File: config.mk
export PLATFORM = sky130hd
export DESIGN_NAME = mbrot_cfg_regs
export DESIGN_NICKNAME = d
export VERILOG_FILES = /design/src/rtl/core/mbrot_pkg.sv /design/src/rtl/core/mbrot_cfg_regs.sv
export SDC_FILE = /design/constraint.sdc
export NUM_CORES = 1
export LEC_CHECK = 0
export BUFFER_PORTS_ARGS = -buffer_cell sky130_fd_sc_hd__clkbuf_2
export CORE_MARGIN = 2
export CORE_UTILIZATION = 40
export CTS_CLUSTER_DIAMETER = 200
export CTS_CLUSTER_SIZE = 30
export DETAILED_ROUTE_END_ITERATION = 8
export PLACE_DENSITY = 0.74
export SYNTH_ARGS = -nofsm -noshare
export SYNTH_HDL_FRONTEND = slang
export SYNTH_SLANG_ARGS = --single-unit
File: constraint.sdc
create_clock -name clk -period 2.9 [get_ports clk]
set_input_delay 0.29 -clock clk [delete_from_list [all_inputs] [get_ports clk]]
set_output_delay 0.29 -clock clk [all_outputs]
set_load 0.01 [all_outputs]
File: src/rtl/core/mbrot_pkg.sv
// Shared types, register indexes and fixed-point constants for the Mandelbrot pixel core.
`default_nettype none
package mbrot_pkg;

  localparam int FRACTION_BITS = 26;
  localparam int IMAGE_SIZE = 1024;

  localparam int COORD_WIDTH = 10;
  localparam int STEP_WIDTH = 27;
  localparam int ORIGIN_WIDTH = 29;
  localparam int LIMIT_WIDTH = 29;
  localparam int COUNT_WIDTH = 10;
  localparam int CFG_DATA_WIDTH = 29;
  localparam int CFG_INDEX_WIDTH = 3;
  localparam int OPND_WIDTH = 32;
  localparam int PROD_WIDTH = 2 * OPND_WIDTH;
  localparam int Z_WIDTH = 39;

  localparam logic [CFG_INDEX_WIDTH-1:0] CFG_COLUMN_STEP = 3'd0;
  localparam logic [CFG_INDEX_WIDTH-1:0] CFG_ROW_STEP = 3'd1;
  localparam logic [CFG_INDEX_WIDTH-1:0] CFG_REAL_ORIGIN = 3'd2;
  localparam logic [CFG_INDEX_WIDTH-1:0] CFG_IMAG_ORIGIN = 3'd3;
  localparam logic [CFG_INDEX_WIDTH-1:0] CFG_ESCAPE_LIMIT = 3'd4;
  localparam logic [CFG_INDEX_WIDTH-1:0] CFG_ITERATION_CAP = 3'd5;

  typedef logic [COORD_WIDTH-1:0] coord_t;
  typedef logic [STEP_WIDTH-1:0] step_t;
  typedef logic signed [ORIGIN_WIDTH-1:0] origin_t;
  typedef logic [LIMIT_WIDTH-1:0] limit_t;
  typedef logic [COUNT_WIDTH-1:0] count_t;
  typedef logic signed [OPND_WIDTH-1:0] opnd_t;
  typedef logic signed [PROD_WIDTH-1:0] prod_t;
  typedef logic signed [Z_WIDTH-1:0] z_t;

  localparam step_t RESET_COLUMN_STEP = 27'd1078535;
  localparam step_t RESET_ROW_STEP = 27'd1078535;
  localparam origin_t RESET_REAL_ORIGIN = -29'sd110729626;
  localparam origin_t RESET_IMAG_ORIGIN = -29'sd74490839;
  localparam limit_t RESET_ESCAPE_LIMIT = 29'd150994944;
  localparam count_t RESET_ITERATION_CAP = 10'd100;

  typedef struct packed {
    step_t   column_step;
    step_t   row_step;
    origin_t real_origin;
    origin_t imag_origin;
    limit_t  escape_limit;
    count_t  iteration_cap;
  } cfg_t;

  typedef struct packed {
    opnd_t a0;
    opnd_t b0;
    opnd_t a1;
    opnd_t b1;
    opnd_t a2;
    opnd_t b2;
  } mul_ops_t;

endpackage
`default_nettype wire

File: src/rtl/core/mbrot_cfg_regs.sv
// Configuration register file for the Mandelbrot pixel core.
`default_nettype none
module mbrot_cfg_regs (
  input  wire logic                                   clk,
  input  wire logic                                   rst,
  input  wire logic                                   config_write,
  input  wire logic [mbrot_pkg::CFG_INDEX_WIDTH-1:0] config_index,
  input  wire logic [mbrot_pkg::CFG_DATA_WIDTH-1:0]  config_data,
  output mbrot_pkg::cfg_t                             cfg
);

  always_ff @(posedge clk) begin
    if (rst) begin
      cfg.column_step <= mbrot_pkg::RESET_COLUMN_STEP;
      cfg.row_step <= mbrot_pkg::RESET_ROW_STEP;
      cfg.real_origin <= mbrot_pkg::RESET_REAL_ORIGIN;
      cfg.imag_origin <= mbrot_pkg::RESET_IMAG_ORIGIN;
      cfg.escape_limit <= mbrot_pkg::RESET_ESCAPE_LIMIT;
      cfg.iteration_cap <= mbrot_pkg::RESET_ITERATION_CAP;
    end else if (config_write) begin
      unique case (config_index)
        mbrot_pkg::CFG_COLUMN_STEP: begin
          cfg.column_step <= config_data[mbrot_pkg::STEP_WIDTH-1:0];
        end
        mbrot_pkg::CFG_ROW_STEP: begin
          cfg.row_step <= config_data[mbrot_pkg::STEP_WIDTH-1:0];
        end
        mbrot_pkg::CFG_REAL_ORIGIN: begin
          cfg.real_origin <= mbrot_pkg::origin_t'(config_data[mbrot_pkg::ORIGIN_WIDTH-1:0]);
        end
        mbrot_pkg::CFG_IMAG_ORIGIN: begin
          cfg.imag_origin <= mbrot_pkg::origin_t'(config_data[mbrot_pkg::ORIGIN_WIDTH-1:0]);
        end
        mbrot_pkg::CFG_ESCAPE_LIMIT: begin
          cfg.escape_limit <= config_data[mbrot_pkg::LIMIT_WIDTH-1:0];
        end
        mbrot_pkg::CFG_ITERATION_CAP: begin
          cfg.iteration_cap <= config_data[mbrot_pkg::COUNT_WIDTH-1:0];
        end
        default: begin
        end
      endcase
    end
  end

endmodule
`default_nettype wire

### Word-level counts from Yosys, hierarchy flattened

Index checks and enable logic that the tools add are counted.

| word-level totals | value |
|---|---|
| bits in latches | 0 |
| memories | 0 |
| register bits after elaboration | 151 |
| word-level logic and storage cells | 18 |
| bits in read-only memories | 0 |
| output and inout bits | 151 |
| input bits | 35 |
| bits in writable memories | 0 |

| cells by class | value |
|---|---|
| add/subtract/negate cells | 0 |
| mux-type cells | 0 |
| multipliers | 0 |
| divide/modulo/power cells | 0 |
| bitwise gates (word level) | 0 |
| reduce and logical (&&, ||, !) cells | 7 |
| eq/ne operators | 5 |
| order comparisons | 0 |
| shift operators | 0 |

Operators with widths:

| operator | number |
|---|---|
| $reduce_and A2 Y1 | 6 |
| $eq A3 B2 Y1 const B | 2 |
| $eq A3 B3 Y1 const B | 2 |
| $eq A3 B1 Y1 const B | 1 |
| $logic_not A3 Y1 | 1 |

### Depth between registers and ports, before layout

Gate-level depths: netlist (run 1).

| depth | value |
|---|---|
| depth after elaboration | 2 |
| gate-level depth with buffers | 5 |
| gate-level depth less buffers | 2 |

### Least setup slack after synthesis (run 1)

No wires, ideal clock.

| timing | value |
|---|---|
| kind | input -> register |
| start point | in config_index[2] (netlist name) |
| end point | reg cfg[150] (netlist name) |
| buffers on the path | 3 |
| stages on the path | 5 |
| data required time | 2.778 ns |
| arrival time | 1.299 ns |
| setup time | 0.122 ns |
| slack | 1.479 ns |
| cell sequence | buf_2 > or4b_4 > buf_6 > buf_12 > mux2i_1 |

| on the way | value |
|---|---|
| longest elaborated chain between the ends | 2 |

RTL lines:

| what | RTL line | source |
|---|---|---|
| start: declaration | mbrot_cfg_regs.sv:7 | `input wire logic [mbrot_pkg::CFG_INDEX_WIDTH-1:0] config_index,` |
| $logic_not A3 Y1 | mbrot_cfg_regs.sv:21 | `unique case (config_index)` |
| $reduce_and A2 Y1 (no source line) | -- |  |
| end: declaration | mbrot_cfg_regs.sv:9 | `output mbrot_pkg::cfg_t cfg` |

Every way passes these cells.
A chain may end at the register's enable or synchronous reset.

### Final worst setup path (run 1)

| timing | value |
|---|---|
| start point | in config_index[0] (netlist name) |
| end point | reg cfg[31] (netlist name) |

| on the way | value |
|---|---|
| longest elaborated chain between the ends | 2 |

RTL lines:

| what | RTL line |
|---|---|
| $eq A3 B3 Y1 | mbrot_cfg_regs.sv:21 |
| $reduce_and A2 Y1 (no source line) | -- |

Every way passes these cells.

==> results.md, run 1 <==
- Crit path cell chain: clkbuf_2 -> nand4bb_2 -> buf_4 -> mux2i_1
- Post-Syn Area per Cell: 10.7 µm²
- ANT nets after route: 0
- Num ports: 186
- Slowest cell on crit path: nand4bb_2
- Initial antenna violation count: 0
- Yosys Warn Count: 0
- Post-layout min period: 1370 ps
- Routability congestion estimate: 0.773
- Total CTS buffers: 17
- Worst Path Required: 3190 ps
- Setup tns final: 0 ps
- Pin count of the biggest net entering global routing: 58
- Critical path's top delay family: buffers and inverters
- First-pass GRT wire length: 23.1 mm
- Post-CTS Hold Buffers: 0
- Vias: 4340
- Total Routed Length: 14.2 mm
- Avg WL per Cell: 15.3 µm
- Fin crit share: 47.4%
- GRT Overall Usage: 18.3%
- Hold Vio Cnt, Final: 0
- Seq/Total Area, Yosys: 50.6%
- Dpl hpwl: 9.91 mm
- GR Layer Usage met1: 23.5%
- TritonCTS clock tree: done
- Synthesized area: 5970 µm²
- RSZ-0062 raised after global routing: false
- Die area: 15900 µm²
- Total gr overflow: 0
- CP max FO: 17
- Synth Register Bits: 151
- Vias in the first global route: 4341
- Fin worst setup slack: 1530 ps
- Setup Buffers After CTS: 0
- Antenna Cells: 0
- Input/output buffers: 185
- Clk sink count: 151
- Biggest regs: cfg x151
- PwrDens: 649 nW/µm²
- Critical Path Start Type: input pin
- WP buf/inv: 2
- Util after Layout: 53.1%
- Grt met2 use: 28.5%
- Core box area: 14600 µm²
- Synth Net Count: 595
- Setup crit end kind: flop
- Maximum level of the CTS H-tree: 4
- Initial core utilization: 41.0%
- Place WS: 1070 ps
- Max-cap violations: 0
- Die Ht: 126 µm
- Mapped Cells: 560
- GRT Max-Usage Layer: met2
- Clock skew: 0 ps
- CP Class: input pin to flop
- Slowest cell delay on critical path: 590 ps
- 1st-iter DRT viols: 197
- Clk_lat worst skew: 420 ps
- Hold WC Path Type: input pin to flop
- Max Clk Rate: 727 MHz
- Final #Nets: 768
- Yosys cell types: 17
- Via density: 4.67
- Top reg by flops: cfg
- Site row count: 44
- Clk pin slew, worst setup/hold paths: 60 ps
- Worst slew pin tran: 871 ps
- VDD IR max: 0.368 mV
- DR DRC count: 0
- Layout cells sized above 1: 31.3%
- Final Setup Violations: 0
- Area delta synth->final: 29.6%
- Number of detailed-route iterations in the first pass: 4
- Fin. max-slew vios: 0
- Die X: 126 µm
- GR Layer Usage met3: 6.24%
- Cts repair resizes: 0
- CP arrival: 1660 ps
- Root buffer cell: clkbuf_16
- Status: finished, final reports clean
- Longest Clk Path Bufs: 2
- Flip-flop count of the largest register after layout: 151
- Worst slew margin: 41.6%
- Lkg Pwr: 3.81 nW
## power by group
group | internal, mW | total [mW] | switching, mW
combinational | 0.144 | 0.321 | 0.177
clock | 1.72 | 2.56 | 0.837
sequential | 2.12 | 2.15 | 0.0243
## synth_stat cells
cell type / number / area, µm²
nor2_1: 79 / 297
nand4bb_1: 3 / 33.8
or4b_4: 1 / 13.8
dfxtp_1: 151 / 3020
nand4b_1: 2 / 17.5
nand2b_1: 125 / 782
buf_6: 2 / 22.5
nor4bb_1: 1 / 10.0
and4bb_2: 2 / 25.0
and4b_1: 1 / 10.0
buf_1: 1 / 3.75
nor4b_4: 1 / 23.8
buf_12: 1 / 20.0
mux2i_1: 151 / 1510
buf_4: 3 / 22.5
buf_2: 19 / 95.1
clkbuf_1: 17 / 63.8
## through the flow
stage	instance area (µm²)	power, mW	hold slack [ps]	std cells
detailed placement	7050	2.52	463	898
global route	7740	5.19	139	929
finish	7740	5.03	149	929
CTS	7740	5.08	121	929
global placement	7050	2.51	459	898
floorplan	5970	2.39	445	560
## tightest hold or removal path: cells and delay by family
| kind | cells | cell delay, ps |
|---|---|---|
| buffers and inverters | 1 | 90 |
| and+or+nand+nor | 1 | 60 |
| muxes | 1 | 60 |
## layout make-up
type	count	area [µm²]
Sequential cell	151	3020
Fill cell	1310	6850
Clock buffer	23	498
Timing Repair Buffer	197	1060
Multi-Input combinational cell	366	2740
Tap cell	184	230
Clock inverter	8	190
## worst paths after layout
| kind | startpoint | slack (ps) | end | depth (start not counted) |
|---|---|---|---|---|
| setup / recovery | config_index[0] | 1530 | cfg[31] | 4 |
| hold reg to reg | cfg[68] | 470 | cfg[68] | 2 |
| setup reg to reg | cfg[10] | 2250 | cfg[10] | 2 |
| hold / removal | config_data[28] | 150 | cfg[38] | 3 |
## metal layers
metal,vias to the layer above,share of wire [%]
met5,-,0
met4,0,1.6
met3,18,6.8
met2,126,45
met1,2001,46
li1,2195,-
## logic make-up after synthesis
group                  Yosys count  share of synthesized area, %
AND/OR/NAND/NOR                215                          20.3
multiplexers                   151                          25.3
flip-flops                     151                          50.6
buffers and inverters           43                          3.81
## placed cells by master, fill, tap and decap left out, drive strengths merged
master and instances:
and4b 1, and4bb 2, buf 13, bufinv 6, clkbuf 207, clkinv 2
dfxtp 151, mux2i 151, nand2b 125, nand4b 2, nand4bb 3, nor2 79
nor4b 1, nor4bb 1, or4b 1
Note: power is estimated with default switching activity, not from simulation.
==> inputs of run 2 (changes only) <==
clock period = 1.32 ns   (was 2.9 ns; I/O delays follow)
==> results.md, run 2 (synthesis gave the netlist of run 1 again) <==
- Top reg by flops: cfg
- Switching share of power: 21.5% (+0.81 points)
- Slowest cell on crit path: dfxtp_1
- Longest Clk Path Bufs: 2 (unchanged)
- WP buf/inv: 1 (-1)
- Input/output buffers: 185 (unchanged)
- Fin crit share: 80.6%
- Commonest non-fill, non-tap cell in the layout: clkbuf_2
- Area delta synth->final: 33.0%
- Maximum level of the CTS H-tree: 4 (unchanged)
- Lkg Pwr: 3.91 nW (+2.6%)
- Worst hold slack: 19.8 ps (-129 ps)
- Initial core utilization: 41.0% (unchanged)
- Biggest regs: cfg x151
- Worst Path Required: 1190 ps (-2000 ps)
- Initial antenna violation count: 0 (unchanged)
- Num ports: 186 (unchanged)
- VDD IR max: 0.887 mV (+140%)
- ANT nets after route: 0 (unchanged)
- CP arrival: 930 ps (-730 ps)
- Final instance count without filler cells: 954 (+2.7%)
- Max Clk Rate: 940 MHz
- Routability congestion estimate: 0.743 (-3.9%)
- Critical path's top delay family: flip-flops
- Die X: 126 µm (unchanged)
- Number of detailed-route iterations in the first pass: 4 (unchanged)
- Worst slew margin: 79.7% (+38 points)
- Place WS: 73.1 ps (-997 ps)
- Pin count of the biggest net entering global routing: 76 (+31%)
- Antenna Cells: 0 (unchanged)
- Hold WC Path Type: input pin to flop
- Hold Path Sink: cfg[85]
- Post-layout min period: 1060 ps
- Setup Buffers After CTS: 0 (unchanged)
- Setup crit end kind: primary output
- TritonCTS clock tree: done
- Cell area after layout: 7950 µm² (+2.7%)
- Internal: 8.27 mW (+110%)
- GRT Overall Usage: 18.4% (+0.058 points)
- RSZ-0062 raised after global routing: false
- Clk sink count: 151 (unchanged)
- 1st-iter DRT viols: 166 (-16%)
- Hold Vio Cnt, Final: 0 (unchanged)
- Die area: 15900 µm² (unchanged)
- Reg2Reg Depth: 2 (unchanged)
- Vias in the first global route: 4422 (+1.9%)
- Core box area: 14600 µm² (unchanged)
- CP max FO: 2 (-15)
- Clk_lat worst skew: 410 ps (about the same)
- Critical Path Start Type: flop
- CP Class: flop to primary output
- Max-cap violations: 0 (unchanged)
- Dpl hpwl: 10.2 mm (+2.7%)
- Hold Startpoint: config_data[17]
- Total gr overflow: 0 (unchanged)
- Clk pin slew, worst setup/hold paths: 60 ps (about the same)
- Fin worst setup slack: 256 ps (-1270 ps)
- Comb pwr share: 7.3% (+0.9 points)
- Clock network power share: 47.9% (-3.0 points)
- Total Routed Length: 14.5 mm (+2.4%)
- Site row count: 44 (unchanged)
- PwrDens: 1330 nW/µm² (+100%)
- Layout cells sized above 1: 31.7% (+0.41 points)
- Setup tns final: 0 ps (unchanged)
- Total power: 10.5 mW (+110%)
- Final Setup Violations: 0 (unchanged)
- Vias: 4504 (+3.8%)
- Final #Nets: 793 (+3.3%)
- Clock skew: 0 ps (unchanged)
- Sw power: 2.26 mW (+120%)
- Root buffer cell: clkbuf_16
- Status: finished, final reports clean
- Critical R2R Launch: cfg[130]
- DP Area: 7210 µm² (+2.3%)
- Crit path cell chain: clkbuf_2
- Util after Layout: 54.5% (+1.4 points)
- Placed insts: 911 (+1.4%)
- Commonest non-fill, non-tap cells in the layout: clkbuf_2, mux2i_1, dfxtp_1
- Fin. max-slew vios: 0 (unchanged)
- Avg WL per Cell: 15.2 µm (-0.30%)
- Flip-flop count of the largest register after layout: 151 (unchanged)
- Die Ht: 126 µm (unchanged)
- R2R Setup Slk: 640 ps (-1610 ps)
- FF-to-FF End: cfg[130]
- DR DRC count: 0 (unchanged)
- Hold Crit Depth: 3 (unchanged)
- First-pass GRT wire length: 23.1 mm (+0.18%)
- Via density: 4.72 (+1.1%)
- Sequential share of power: 44.8% (+2.1 points)
- Worst slew pin tran: 303 ps (-568 ps)
- Slowest cell delay on critical path: 370 ps (-220 ps)
- Total CTS buffers: 17 (unchanged)
## run 2: per-layer routing
layer  GRT usage, %  vias up  share of wire (%)
met1           22.2     2101                 44
met3           6.20       15                6.5
met4           6.08        0                1.3
met2           30.7      133                 49
met5              0        -                  0
li1               -     2255                  -
## run 2: area by class of cell
cell class | instances | area, µm²
repair buffers | 222 | 1340
well taps | 184 | 230
fillers | 1309 | 6640
flip-flops and latches | 151 | 3020
clock inverters | 9 | 149
multi-input cells | 366 | 2740
clock buffers | 22 | 464
## run 2: worst max-delay path by stage
| stage | startpoint | end | slack [ps] | cells after the start |
|---|---|---|---|---|
| after floorplan | config_index[2] | cfg[150] | 60 | 5 |
| after global placement | config_index[0] | cfg[150] | 70 | 3 |
| after detailed placement | config_index[0] | cfg[68] | 70 | 5 |
| after CTS | cfg[130] | cfg[130] | 220 | 1 |
| after global routing | cfg[130] | cfg[130] | 210 | 1 |
| final | cfg[130] | cfg[130] | 260 | 1 |
## run 2: power groups by stage
stage | sequential [mW] | clock [mW] | combinational, mW
floorplan | 4.86 | 0 | 0.394
global placement | 4.81 | 0 | 0.744
detailed placement | 4.81 | 0 | 0.748
CTS | 4.71 | 5.16 | 0.781
global route | 4.72 | 5.35 | 0.836
finish | 4.71 | 5.04 | 0.773
## run 2: repair_timing
item	in CTS	in global routing
hold buffers	12	0
endpoints found under the setup margin	0	0
endpoints found under the hold margin	14	0
gates resized for setup	0	0
